==> config.mk <==
export PLATFORM = sky130hd
export DESIGN_NAME = divider_and_reload_timer
export DESIGN_NICKNAME = d
export VERILOG_FILES = /design/src/hw/rtl/drt_pkg.sv /design/src/hw/rtl/drt_datapath.sv /design/src/hw/rtl/drt_ctrl.sv /design/src/hw/rtl/divider_and_reload_timer.sv
export SDC_FILE = /design/constraint.sdc
export NUM_CORES = 1
export LEC_CHECK = 0
export ABC_CLOCK_PERIOD_IN_PS = 7300
export BUFFER_PORTS_ARGS = -buffer_cell sky130_fd_sc_hd__buf_2
export CAP_MARGIN = 40
export CORE_MARGIN = 2
export CORE_UTILIZATION = 30
export DETAILED_ROUTE_END_ITERATION = 8
export PLACE_DENSITY = 0.52
export SLEW_MARGIN = 20
export SYNTH_ARGS = -nofsm -noshare
export SYNTH_HDL_FRONTEND = slang
export SYNTH_HIERARCHICAL = 1
export SYNTH_SLANG_ARGS = --single-unit
==> constraint.sdc <==
create_clock -name clk_i -period 7.3 [get_ports clk_i]
set_input_delay 0.365 -clock clk_i [delete_from_list [all_inputs] [get_ports clk_i]]
set_output_delay 0.365 -clock clk_i [all_outputs]
set_load 0.02 [all_outputs]
==> src/hw/rtl/drt_pkg.sv <==
// Package for the divider and reload timer: item types, codes, FSM states
// and the timer period table. No dependencies.
package drt_pkg;

  // Item operation codes. Code 3 is unused and changes nothing.
  typedef enum logic [1:0] {
    OP_TICK  = 2'd0,
    OP_READ  = 2'd1,
    OP_WRITE = 2'd2
  } opcode_e;

  // Register selects.
  typedef enum logic [1:0] {
    REG_DIV  = 2'd0,
    REG_TIMA = 2'd1,
    REG_TMA  = 2'd2,
    REG_TAC  = 2'd3
  } reg_e;

  // Controller states.
  typedef enum logic [1:0] {
    ST_IDLE = 2'd0,
    ST_CALC = 2'd1,
    ST_EMIT = 2'd2
  } state_e;

  // Input and result items.
  typedef struct packed {
    logic [1:0]  opcode;
    logic [1:0]  reg_index;
    logic [7:0]  write_data;
    logic [16:0] tick_cycles;
  } in_item_t;

  typedef struct packed {
    logic [7:0] read_data;
    logic       timer_irq;
  } out_item_t;

  // TAC fields.
  localparam int unsigned TacEnBit = 2;

  // Whole TIMA steps in one tick fit in this many bits (smallest shift 4).
  localparam int unsigned StepsW   = 14;
  // One remainder bit is resolved per iteration.
  localparam int unsigned ModIters = StepsW;
  localparam int unsigned CntW     = $clog2(ModIters);

  // Commands from controller to datapath.
  typedef struct packed {
    logic load;
    logic step;
    logic last;
    logic emit;
  } drt_cmd_t;

  // Status from datapath to controller.
  typedef struct packed {
    logic need_mod;
  } drt_status_t;

  // Timer period as a shift amount per select: 10, 4, 6 and 8.
  function automatic logic [3:0] period_shift(input logic [1:0] sel);
    logic [3:0] sh;
    case (sel)
      2'd0:    sh = 4'd10;
      2'd1:    sh = 4'd4;
      2'd2:    sh = 4'd6;
      default: sh = 4'd8;
    endcase
    return sh;
  endfunction

endpackage

==> src/hw/rtl/drt_datapath.sv <==
// Datapath of the divider and reload timer: DIV/TIMA/TMA/TAC registers,
// the shift-and-subtract remainder unit and the result registers. Uses drt_pkg.
module drt_datapath import drt_pkg::*; (
  input  logic        clk_i,
  input  logic        rst_ni,
  input  in_item_t    in_item_i,
  input  drt_cmd_t    cmd_i,
  output drt_status_t status_o,
  output out_item_t   out_item_o
);

  logic [7:0]        div_sub_q, div_sub_d;
  logic [7:0]        div_q, div_d;
  logic [9:0]        tsub_q, tsub_d;
  logic [7:0]        tima_q, tima_d;
  logic [7:0]        tma_q, tma_d;
  logic [7:0]        tac_q, tac_d;
  logic [StepsW-1:0] dvd_q, dvd_d;
  logic [7:0]        rem_q, rem_d;
  out_item_t         res_q, res_d;
  out_item_t         out_q, out_d;

  logic [17:0]       div_total;
  logic [3:0]        shamt;
  logic [17:0]       t_sum;
  logic [17:0]       t_shifted;
  logic [17:0]       t_mask;
  logic [17:0]       t_rem;
  logic [StepsW-1:0] steps;
  logic [8:0]        to_wrap;
  logic              wraps;
  logic [8:0]        rem_shift;
  logic [8:0]        loop_len;
  logic [8:0]        rem_sub;
  logic [7:0]        rem_nxt;
  logic              is_tick;

  // Tick arithmetic: periods are powers of two, so division is a shift.
  always_comb begin
    div_total = {10'd0, div_sub_q} + {1'b0, in_item_i.tick_cycles};
    shamt     = period_shift(tac_q[1:0]);
    t_sum     = {8'd0, tsub_q} + {1'b0, in_item_i.tick_cycles};
    t_shifted = t_sum >> shamt;
    steps     = t_shifted[StepsW-1:0];
    t_mask    = (18'd1 << shamt) - 18'd1;
    t_rem     = t_sum & t_mask;
    to_wrap   = 9'd256 - {1'b0, tima_q};
    wraps     = steps >= {{(StepsW-9){1'b0}}, to_wrap};
    is_tick   = in_item_i.opcode == OP_TICK;
    status_o.need_mod = is_tick && tac_q[TacEnBit] && wraps;
  end

  // One restoring step of the remainder modulo (256 - TMA).
  always_comb begin
    loop_len  = 9'd256 - {1'b0, tma_q};
    rem_shift = {rem_q, dvd_q[StepsW-1]};
    rem_sub   = rem_shift - loop_len;
    rem_nxt   = (rem_shift >= loop_len) ? rem_sub[7:0] : rem_shift[7:0];
  end

  // Next-state logic for registers and results.
  always_comb begin
    div_sub_d = div_sub_q;
    div_d     = div_q;
    tsub_d    = tsub_q;
    tima_d    = tima_q;
    tma_d     = tma_q;
    tac_d     = tac_q;
    dvd_d     = dvd_q;
    rem_d     = rem_q;
    res_d     = res_q;
    out_d     = out_q;

    if (cmd_i.load) begin
      res_d = '0;
      case (opcode_e'(in_item_i.opcode))
        OP_TICK: begin
          div_d     = div_q + div_total[15:8];
          div_sub_d = div_total[7:0];
          if (tac_q[TacEnBit]) begin
            tsub_d = t_rem[9:0];
            if (!wraps) begin
              tima_d = tima_q + steps[7:0];
            end else begin
              dvd_d = steps - {{(StepsW-9){1'b0}}, to_wrap};
              rem_d = '0;
              res_d.timer_irq = 1'b1;
            end
          end
        end
        OP_READ: begin
          case (reg_e'(in_item_i.reg_index))
            REG_DIV:  res_d.read_data = div_q;
            REG_TIMA: res_d.read_data = tima_q;
            REG_TMA:  res_d.read_data = tma_q;
            default:  res_d.read_data = tac_q;
          endcase
        end
        OP_WRITE: begin
          case (reg_e'(in_item_i.reg_index))
            REG_DIV: begin
              div_d     = '0;
              div_sub_d = '0;
            end
            REG_TIMA: tima_d = in_item_i.write_data;
            REG_TMA:  tma_d  = in_item_i.write_data;
            default:  tac_d  = in_item_i.write_data;
          endcase
        end
        default: ;
      endcase
    end

    // Remainder iteration; the last one reloads TIMA from TMA plus the remainder.
    if (cmd_i.step) begin
      rem_d = rem_nxt;
      dvd_d = {dvd_q[StepsW-2:0], 1'b0};
      if (cmd_i.last) begin
        tima_d = tma_q + rem_nxt;
      end
    end

    if (cmd_i.emit) begin
      out_d = res_q;
    end
  end

  // Architectural registers.
  always_ff @(posedge clk_i or negedge rst_ni) begin
    if (!rst_ni) begin
      div_sub_q <= '0;
      div_q     <= '0;
      tsub_q    <= '0;
      tima_q    <= '0;
      tma_q     <= '0;
      tac_q     <= '0;
    end else begin
      div_sub_q <= div_sub_d;
      div_q     <= div_d;
      tsub_q    <= tsub_d;
      tima_q    <= tima_d;
      tma_q     <= tma_d;
      tac_q     <= tac_d;
    end
  end

  // Working and result payload registers.
  always_ff @(posedge clk_i) begin
    dvd_q <= dvd_d;
    rem_q <= rem_d;
    res_q <= res_d;
    out_q <= out_d;
  end

  assign out_item_o = out_q;

endmodule

==> src/hw/rtl/drt_ctrl.sv <==
// Controller of the divider and reload timer: sequences item load, the
// remainder iterations and the output handoff. Uses drt_pkg.
module drt_ctrl import drt_pkg::*; (
  input  logic        clk_i,
  input  logic        rst_ni,
  input  logic        in_valid_i,
  output logic        in_ready_o,
  output logic        out_valid_o,
  input  logic        out_ready_i,
  input  drt_status_t status_i,
  output drt_cmd_t    cmd_o
);

  state_e          state_q, state_d;
  logic [CntW-1:0] cnt_q, cnt_d;
  logic            out_valid_q, out_valid_d;
  logic            accept;
  logic            slot_free;
  logic            last_iter;

  assign in_ready_o  = state_q == ST_IDLE;
  assign accept      = in_valid_i && in_ready_o;
  assign slot_free   = !out_valid_q || out_ready_i;
  assign last_iter   = cnt_q == CntW'(ModIters - 1);
  assign out_valid_o = out_valid_q;

  // Next state.
  always_comb begin
    state_d = state_q;
    case (state_q)
      ST_IDLE: begin
        if (accept) begin
          state_d = status_i.need_mod ? ST_CALC : ST_EMIT;
        end
      end
      ST_CALC: begin
        if (last_iter) begin
          state_d = ST_EMIT;
        end
      end
      ST_EMIT: begin
        if (slot_free) begin
          state_d = ST_IDLE;
        end
      end
      default: state_d = ST_IDLE;
    endcase
  end

  // Outputs: datapath commands, iteration count and output valid.
  always_comb begin
    cmd_o       = '0;
    cnt_d       = cnt_q;
    out_valid_d = out_valid_q && !out_ready_i;
    case (state_q)
      ST_IDLE: begin
        cmd_o.load = accept;
        cnt_d      = '0;
      end
      ST_CALC: begin
        cmd_o.step = 1'b1;
        cmd_o.last = last_iter;
        cnt_d      = cnt_q + CntW'(1);
      end
      ST_EMIT: begin
        cmd_o.emit = slot_free;
        if (slot_free) begin
          out_valid_d = 1'b1;
        end
      end
      default: ;
    endcase
  end

  always_ff @(posedge clk_i or negedge rst_ni) begin
    if (!rst_ni) begin
      state_q     <= ST_IDLE;
      cnt_q       <= '0;
      out_valid_q <= 1'b0;
    end else begin
      state_q     <= state_d;
      cnt_q       <= cnt_d;
      out_valid_q <= out_valid_d;
    end
  end

  // An item that needs no remainder goes straight to the handoff.
  a_direct_emit: assert property (@(posedge clk_i) disable iff (!rst_ni)
    accept && !status_i.need_mod |=> state_q == ST_EMIT)
    else $error("item without remainder work did not go to handoff");

  // The remainder unit ends its iterations on the last count.
  a_calc_ends: assert property (@(posedge clk_i) disable iff (!rst_ni)
    state_q == ST_CALC && last_iter |=> state_q == ST_EMIT)
    else $error("remainder iterations did not end on the last count");

  a_cnt_range: assert property (@(posedge clk_i) disable iff (!rst_ni)
    state_q == ST_CALC |-> cnt_q < CntW'(ModIters))
    else $error("iteration count out of range");

  // A handoff always leaves a valid result at the output.
  a_emit_valid: assert property (@(posedge clk_i) disable iff (!rst_ni)
    cmd_o.emit |=> out_valid_q)
    else $error("result handed off but output not valid");

endmodule

==> src/hw/rtl/divider_and_reload_timer.sv <==
// Top level of the divider and reload timer (DIV, TIMA, TMA, TAC).
// Instantiates drt_ctrl and drt_datapath; uses drt_pkg.
//
//   Channel | Direction | Handshake                | Payload
//   --------+-----------+--------------------------+------------------------
//   in      | input     | in_valid_i / in_ready_o  | in_item_i  (in_item_t)
//   out     | output    | out_valid_o / out_ready_i | out_item_o (out_item_t)
//
// A read, a write, or a tick in which TIMA does not wrap goes from the result
// register to the output register. A tick in which TIMA wraps first runs the
// remainder iterations: the remainder modulo (256 - TMA) is resolved one bit
// per cycle by a single subtractor over 14 iterations. The next item is
// accepted once the current one is handed to the output register, so a
// stalled output holds one result while one more item is worked on.
// Reset clears the architectural and controller registers to zero (timer off,
// period select 0); the working and result payload registers are not reset.
module divider_and_reload_timer import drt_pkg::*; (
  input  logic      clk_i,
  input  logic      rst_ni,
  input  logic      in_valid_i,
  output logic      in_ready_o,
  input  in_item_t  in_item_i,
  output logic      out_valid_o,
  input  logic      out_ready_i,
  output out_item_t out_item_o
);

  drt_cmd_t    cmd;
  drt_status_t status;

  // Sequencing.
  drt_ctrl u_ctrl (
    .clk_i       (clk_i),
    .rst_ni      (rst_ni),
    .in_valid_i  (in_valid_i),
    .in_ready_o  (in_ready_o),
    .out_valid_o (out_valid_o),
    .out_ready_i (out_ready_i),
    .status_i    (status),
    .cmd_o       (cmd)
  );

  // Registers and arithmetic.
  drt_datapath u_datapath (
    .clk_i      (clk_i),
    .rst_ni     (rst_ni),
    .in_item_i  (in_item_i),
    .cmd_i      (cmd),
    .status_o   (status),
    .out_item_o (out_item_o)
  );

endmodule
==> results.cfg, run 1 <==
[timing]
hold_viol = 0
slew_violations = 0
setup_violations = 0
rsz0062_at_grt = false
fin_setup_tns_ns = 0
max_freq_mhz = 178.1
finalClockSkew_ns = 0.01359
worstMarginPinSlew_ns = 0.7353
post-route-period-util_pct = 76.91
period_minus_slack_ns = 5.614
maxSlewHeadroom_pct = 50.86

[global_routing]
antenna_found_initial = 0
grt_overflow = 0
grt_max_degree = 58
grt_pass1_vias = 5961
grt_pass1_wl_um = 32530
grtUsageTotal_pct = 15.48

[run]
max_cap_viol_count = 0

[critical_path]
crit_path_max_incr_delay_ns = 0.41
cp.required_ns = 7.42
crit_top_cell = a21oi_1
worstPathArrival_ns = 5.73
endpoint_kind = register
worstSetupStartpointType = register
critPathKind = register to register
crit_fanout = 16
critPathSlowestCell = fa_1

[drt]
drtIter0Drc = 412
drtAntennaViolNets = 0
viasPerCell = 5.107
via_count = 6083
wl_um = 20050
wl_per_cell_um = 16.83
drc = 0
drtPass1Iterations = 5

[pwr]
vdd.ir_drop.worst_mv = 0.1787
comb_power_share_pct = 66.9
power.total_w = 0.004378
p_switching_w = 0.002082
internal_power_w = 0.002296
power_density_nw_per_um2 = 504.8
clkPwrFrac_pct = 11.1
p_leak_nw = 3.742
switching_share_pct = 47.56
power_frac_seq_pct = 22.0

[synthesis]
synth.distinct_cells = 74
synthArstFlopShare_pct = 58.76
synth-seq-cells = 97
netlist_area_um2 = 7739
ys_seq_area_share_pct = 33.82
syn_nets = 923
synth-edff-count = 39
synth_cells = 818
synth.avg_cell_area_um2 = 9.460
synthFlopType = dfrtp_1
yosys_warnings = 6

[placed_design]
hpwl_um = 15660
portBuffers = 43
place_area_um2 = 8294
gp_congestion = 0.8208

[layout]
fill_cells = 2582
fin_area_um2 = 8673
antenna_cells = 0
area_growth_pct = 12.08
fin_nets = 961
regArea_um2 = 2618
drive_gt1_share_pct = 13.70
multi_input_area_um2 = 4857

[floorplan]
core_um2 = 25250
die_w_um = 164.6
fp.dieArea_um2 = 27100
die_h_um = 164.6
io_pins = 44
initial_utilization_pct = 30.64
rows = 58

[cts]
h-tree-depth = 3
cts_buffers = 9
cts_root_buf = clkbuf_16
clk_latency_ns = 0.36
post-cts-setup-buffers = 0
clk_pin_slew_ns = 0.08
holdBufCountCts = 0
cts-resized-gates = 0
cts.sinks = 97
clock_path_buffers = 2
cts_tree = yes

[hold_path]
hp-class = input port to register

[status]
status = finished clean
-- cell type report --
class	count	share of cell area, %
multi-input cells	656	56.00
flip-flops and latches	97	30.18
well taps	330	4.761
inverters	37	1.601
repair buffers	55	3.953
clock inverters	7	0.9088
clock buffers	9	2.597
-- flip-flops by register name (all words and copies together), names as in the netlist --
name / flops
u_ctrl/out_valid_o: 1
u_datapath/tima_q: 8
u_datapath/res_q: 9
u_ctrl/state_q: 2
u_datapath/tsub_q: 10
u_datapath/dvd_q: 14
u_datapath/out_item_o: 9
u_ctrl/cnt_q: 4
u_datapath/div_q: 8
u_datapath/tma_q: 8
u_datapath/rem_q: 8
u_datapath/div_sub_q: 8
u_datapath/tac_q: 8
-- synthesized netlist by cell type, types with 15 or more instances --
cell      instances  area share [%]
a21o_1           22             2.1
a21oi_1          65             4.2
clkbuf_1         20            0.97
dfrtp_1          57              18
edfxtp_1         39              15
ha_1             65              11
inv_1            36             1.7
mux2_2           20             2.9
nand2_1          80             3.9
nand3_1          15            0.97
nor2_1           57             2.8
nor2b_1          19             1.5
nor3_1           15            0.97
o21ai_0          41             2.7
xnor2_1          43             4.9
xor2_1           26             2.9
-- routing by layer --
layer	up-vias	part of all wire, %	track usage, %
met3	13	3.1	2.310
met2	100	47	25.37
met5	-	0	0
met1	2901	49	21.57
li1	3069	-	-
met4	0	1.2	3.557
-- critical path, delay by kind of cell, from the launching register on --
| family | cells | cell delay (ns) |
|---|---|---|
| AND/OR/NAND/NOR | 6 | 1.31 |
| flip-flops | 1 | 0.38 |
| buffers and inverters | 3 | 0.39 |
| XOR/XNOR | 1 | 0.27 |
| AO/OA/AOI/OAI | 10 | 1.70 |
| adder cells (fa/ha/maj) | 4 | 1.16 |
| multiplexers | 1 | 0.16 |
-- path summary, 6_finish.rpt --
| kind | start | endpoint | slack (ns) | cells past startpoint |
|---|---|---|---|---|
| worst max-delay path | u_datapath/tsub_q[0] | u_datapath/dvd_q[13] | 1.69 | 25 |
| worst min-delay path | in_valid_i | u_ctrl/state_q[0] | 0.29 | 2 |
| worst max register to register | u_datapath/tsub_q[0] | u_datapath/dvd_q[13] | 1.69 | 25 |
| worst min register to register | u_datapath/res_q[6] | u_datapath/out_item_o[6] | 0.42 | 0 |
| max in group asynchronous | rst_ni | u_datapath/tma_q[1] | 6.36 | 4 |
| min in group asynchronous | rst_ni | u_datapath/tsub_q[2] | 0.44 | 3 |
-- power by group through the flow --
stage / sequential, W / combinational (W) / clock, W
2_1_floorplan: 0.000909 / 0.00227 / 0
3_3_place_gp: 0.000973 / 0.00289 / 0
3_5_place_dp: 0.000974 / 0.00289 / 0
4_1_cts: 0.000964 / 0.00292 / 0.000503
5_1_grt: 0.000987 / 0.00330 / 0.000529
6_report: 0.000964 / 0.00293 / 0.000487
-- placed cells by master, fill, tap and decap left out, types with 26 or more instances in the layout --
cell type	netlist	layout
edfxtp_1	39	39
xor2_1	26	26
ha_1	65	65
dfrtp_1	57	57
buf_2	4	43
nor2_1	57	57
inv_1	36	36
a21oi_1	65	65
nand2_1	80	80
xnor2_1	43	43
o21ai_0	41	41
-- cell families (layout without fill, tap and decap cells) --
kind of cell             after synthesis  count (layout)  share of synthesized area (%)
adder cells (fa/ha/maj)               72              72                          12.32
buffers and inverters                 65             108                          3.411
AND/OR/NAND/NOR                      251             251                          16.18
flip-flops                            97              97                          33.82
multiplexers                          44              44                          7.373
XOR/XNOR                              69              69                          7.809
AO/OA/AOI/OAI                        220             220                          19.08
-- metrics by stage --
stage / utilization [%] / setup slack [ns] / instances / hold slack, ns
3_3_place_gp: 32.84 / 1.416 / 1170 / 0.4028
4_1_cts: 34.05 / 1.363 / 1186 / 0.1880
5_1_grt: 34.34 / 1.182 / 1191 / 0.2739
2_1_floorplan: - / 2.155 / 818 / 0.06941
6_report: 34.34 / 1.686 / 1191 / 0.2854
3_5_place_dp: 32.84 / 1.264 / 1170 / 0.4063
Note: power is estimated with default switching activity, not from simulation.
==> run 2, diff against run 1 <==
- ABC_AREA: default -> 1
- ABC_CLOCK_PERIOD_IN_PS: 7300 -> 5100
- PLACE_DENSITY: 0.52 -> 0.54
- clock period: 7.3 -> 5.1 ns (I/O delays scaled with it)
==> results.cfg, run 2 <==
[critical_path]
path_buf_inv = 4
worstSetupStartpointType = register
crit_fanout = 9
critPathSlowestCell = fa_1
crit_path_max_incr_delay_ns = 0.40
endpoint_kind = register
cp_top_family = simple AND/OR/NAND/NOR gates
worstPathArrival_ns = 4.65
crit_top_cell = nand2_1
critPathKind = register to register
cp.required_ns = 5.21

[timing]
setup_violations = 0
timing.hold.ws_ns = 0.07582
worstMarginPinSlew_ns = 0.7662
rsz0062_at_grt = false
post-route-period-util_pct = 89.06
hold_viol = 0
period_minus_slack_ns = 4.542
maxSlewHeadroom_pct = 48.73
max_freq_mhz = 220.2
fin_setup_tns_ns = 0
slew_violations = 0
finalClockSkew_ns = 0.009840

[floorplan]
die_h_um = 165.2
die_w_um = 165.2
initial_utilization_pct = 30.28
io_pins = 44
fp.dieArea_um2 = 27310
rows = 59
core_um2 = 25760

[layout]
final_common_cell = nand2_1
drive_gt1_share_pct = 9.601
utilization_pct = 34.01
multi_input_area_um2 = 4526
fin_nets = 1204
regArea_um2 = 2618
fill_cells = 2769
mostFrequentLayoutCells = 237 x nand2_1, 144 x inv_1, 99 x nor2_1, 80 x o21ai_0
reg.largest.list = u_datapath/dvd_q: 14 flops, u_datapath/tsub_q: 10 flops
largest_reg_flops = 14
area_growth_pct = 12.32
largest_register = u_datapath/dvd_q

[drt]
wl_um = 21100
via_count = 6853
wl_per_cell_um = 14.65
drtPass1Iterations = 5
drc = 0
drtIter0Drc = 390
drtAntennaViolNets = 0
viasPerCell = 4.759

[cts]
cts.sinks = 97
h-tree-depth = 3
clock_path_buffers = 2
cts_tree = yes
cts_buffers = 9
post-cts-setup-buffers = 0
cts_root_buf = clkbuf_16
clk_latency_ns = 0.36
clk_pin_slew_ns = 0.08

[synthesis]
yosys-top-cells-count = 237 x nand2_1, 144 x inv_1, 99 x nor2_1
ys_seq_area_share_pct = 33.56
synth.distinct_cells = 48
syn_nets = 1158
synth-edff-count = 39
synth_most_common_cell = nand2_1
yosysTopAreaCell = dfrtp_1
synthArstFlopShare_pct = 58.76
synth_top_area_share_pct = 18.29
synthFlopType = dfrtp_1
yosys_warnings = 6
synth_cells = 1053
synth.avg_cell_area_um2 = 7.407
ys_top_cells_by_area = dfrtp_1 18%, edfxtp_1 15%, nand2_1 11%, ha_1 10%, inv_1 6.9%
synth-seq-cells = 97
netlist_area_um2 = 7800

[placed_design]
hpwl_um = 16800
portBuffers = 43
gp_congestion = 0.8612

[global_routing]
grt_pass1_wl_um = 34600
grtUsageTotal_pct = 16.27
antenna_found_initial = 1
grt_max_degree = 58
grt_overflow = 0
grt_pass1_vias = 6634

[run]
max_cap_viol_count = 0

[hold_path]
hp-class = input port to register

[status]
status = finished clean
## run 2: stage by stage
stage          cell area (um^2)  cells  worst slack, ns
2_1_floorplan              7800   1053           0.8711
3_3_place_gp               8414   1419           0.5962
3_5_place_dp               8422   1420           0.5342
4_1_cts                    8708   1436           0.5449
5_1_grt                    8761   1440          0.04249
6_report                   8761   1440           0.5579
## run 2: final cells by class
type                            instances  share of cell area, %
Sequential cell                        97                  29.88
Tap cell                              335                  4.784
Clock inverter                          7                 0.6998
Multi-Input combinational cell        782                  51.66
Clock buffer                            9                  2.571
Timing Repair Buffer                   56                  3.827
Antenna cell                            1                0.02856
Inverter                              153                  6.555
## run 2: path summary, 6_finish.rpt
path,start,end,slack [ns],cells after the start
max in group asynchronous,rst_ni,u_datapath/tima_q[7],4.29,4
worst max-delay path,u_datapath/tsub_q[0],u_datapath/dvd_q[9],0.56,27
worst min register to register,u_datapath/res_q[8],u_datapath/out_item_o[8],0.42,0
worst max register to register,u_datapath/tsub_q[0],u_datapath/dvd_q[9],0.56,27
worst min-delay path,out_ready_i,u_ctrl/out_valid_o,0.08,2
min in group asynchronous,rst_ni,u_datapath/tsub_q[7],0.33,3
## run 2: kinds of logic after synthesis
logic type | Yosys count | share of synthesized area, %
AO/OA/AOI/OAI | 208 | 14.98
XOR/XNOR | 50 | 5.614
adder cells (fa/ha/maj) | 72 | 12.22
buffers and inverters | 174 | 8.486
flip-flops | 97 | 33.56
AND/OR/NAND/NOR | 452 | 25.14
## run 2: layer usage
metal  track usage [%]  vias to the layer above  share of wire [%]
met5                 0                        -                  0
met4             5.850                        0                2.1
met3             2.423                       27                3.5
met2             27.18                      127                 47
met1             21.37                     3129                 47
li1                  -                     3570                  -
## run 2: timing repair
item	in CTS	in global routing
endpoints found under the hold margin	0	5
setup endpoints to repair	0	1
hold buffers	0	1
resized for setup	0	1
Power of run 2 is left out: the tool's default activity adds up to more than one toggle a clock period on the data nets, which glitch-free logic cannot reach.
==> run 3, diff against run 2 <==
--- a/config.mk
+++ b/config.mk
@@ -14,5 +14,5 @@
 export DETAILED_ROUTE_END_ITERATION = 8
 export PLACE_DENSITY = 0.54
-export SLEW_MARGIN = 20
+export SLEW_MARGIN = 10
 export SYNTH_ARGS = -nofsm -noshare
 export SYNTH_HDL_FRONTEND = slang
==> constraint.sdc (replaced) <==
create_clock -name clk_i -period 5.1 [get_ports clk_i]
set_input_delay 0.255 -clock clk_i [delete_from_list [all_inputs] [get_ports clk_i]]
set_output_delay 0.255 -clock clk_i [all_outputs]
set_load 0.01 [all_outputs]
==> results.cfg, run 3 (synthesized netlist as in run 2, its figures left out) <==
[critical_path]
cp.required_ns = 5.21
cp-startpoint = u_datapath/tsub_q[0]
critPathKind = register to register
r2r-start = u_datapath/tsub_q[0]
worstSetupStartpointType = register
endpoint_kind = register
cp_top_family = simple AND/OR/NAND/NOR gates
crit_top_cell = nand2_1
r2r_end = u_datapath/dvd_q[9]
r2r_cells = 27
crit_fanout = 9
crit_end = u_datapath/dvd_q[9]
cp.depth = 27
path_buf_inv = 4
critPathSlowestCell = fa_1
worstPathArrival_ns = 4.65
rrSetupSlack_ns = 0.56
crit_path_max_incr_delay_ns = 0.40

[floorplan]
rows = 59
initial_utilization_pct = 30.28
core_um2 = 25760
io_pins = 44
die_w_um = 165.2
die_h_um = 165.2
fp.dieArea_um2 = 27310

[layout]
largest_register = u_datapath/dvd_q
area_growth_pct = 11.74
utilization_pct = 33.83
final_common_cell = nand2_1
drive_gt1_share_pct = 9.446
largest_reg_flops = 14
reg.largest.list = u_datapath/dvd_q: 14 flops, u_datapath/tsub_q: 10 flops
fin_nets = 1201
mostFrequentLayoutCells = 237 x nand2_1, 144 x inv_1, 99 x nor2_1, 80 x o21ai_0

[timing]
rsz0062_at_grt = false
hold_viol = 0
finalClockSkew_ns = 0.01034
slew_violations = 0
post-route-period-util_pct = 88.95
maxSlewHeadroom_pct = 47.59
period_minus_slack_ns = 4.537
worstMarginPinSlew_ns = 0.7832
fin_setup_tns_ns = 0
max_freq_mhz = 220.4
setup_violations = 0

[drt]
m1WireLength_um = 9841
wl_um = 21020
top_layer_used = met4
met3_length_um = 782
drtIter0Drc = 324
drc = 0
via_count = 6865
drtAntennaViolNets = 0
viasPerCell = 4.777
wl_per_cell_um = 14.63
dr_wl_met2_um = 9947
drtPass1Iterations = 5

[status]
status = finished clean

[cts]
post-cts-setup-buffers = 0
cts_buffers = 9
cts_root_buf = clkbuf_16
h-tree-depth = 3
clock_path_buffers = 2
clk_pin_slew_ns = 0.07
cts.sinks = 97
cts_tree = yes
clk_latency_ns = 0.36

[placed_design]
portBuffers = 43
gp_congestion = 0.8612
hpwl_um = 16800

[global_routing]
grt_pass1_vias = 6634
grtUsageTotal_pct = 16.27
grt_max_degree = 58
grt_pass1_wl_um = 34600
grt_overflow = 0
antenna_found_initial = 1

[hold_path]
hp-class = input port to async pin

[run]
max_cap_viol_count = 0
run 3: through the flow:
step	instances	cell area (um^2)	setup WS [ns]	hold slack, ns
after CTS	1436	8708	0.5449	0.06214
after global placement	1419	8414	0.5962	0.4024
after global routing	1437	8716	0.04249	0.1046
final	1437	8716	0.5635	0.02981
after floorplan	1053	7800	0.8711	-0.04059
after detailed placement	1420	8422	0.5342	0.4066
run 3: layout make-up:
class | count | area (um^2)
tap | 335 | 419.2
timing repair buffer | 53 | 290.3
multi-input combinational | 782 | 4526
sequential | 97 | 2618
clock inverter | 7 | 61.31
clock buffer | 9 | 225.2
antenna | 1 | 2.502
inverter | 153 | 574.3
fill | 2773 | 17050
run 3: what timing repair did:
action / 4_1_cts / 5_1_grt
endpoints found under the setup margin: 0 / 1
gates resized for setup: 0 / 1
hold buffers: 0 / 0
run 3: how the worst min path moves through the flow:
stage / start / end / slack, ns / cells past startpoint
6_report: rst_ni / u_datapath/tsub_q[7] / 0.03 / 2
5_1_grt: out_ready_i / u_ctrl/out_valid_o / 0.10 / 2
4_1_cts: out_ready_i / u_ctrl/out_valid_o / 0.06 / 2
3_5_place_dp: u_datapath/res_q[8] / u_datapath/out_item_o[8] / 0.41 / 0
3_3_place_gp: u_datapath/res_q[1] / u_datapath/out_item_o[1] / 0.40 / 0
2_1_floorplan: rst_ni / u_ctrl/cnt_q[0] / -0.04 / 0
run 3: metal layers:
layer,up-vias,global-route usage [%]
met5,-,0
li1,3565,-
met4,0,5.850
met2,137,27.18
met1,3134,21.37
met3,29,2.423
Power of run 3 is left out for the same reason.
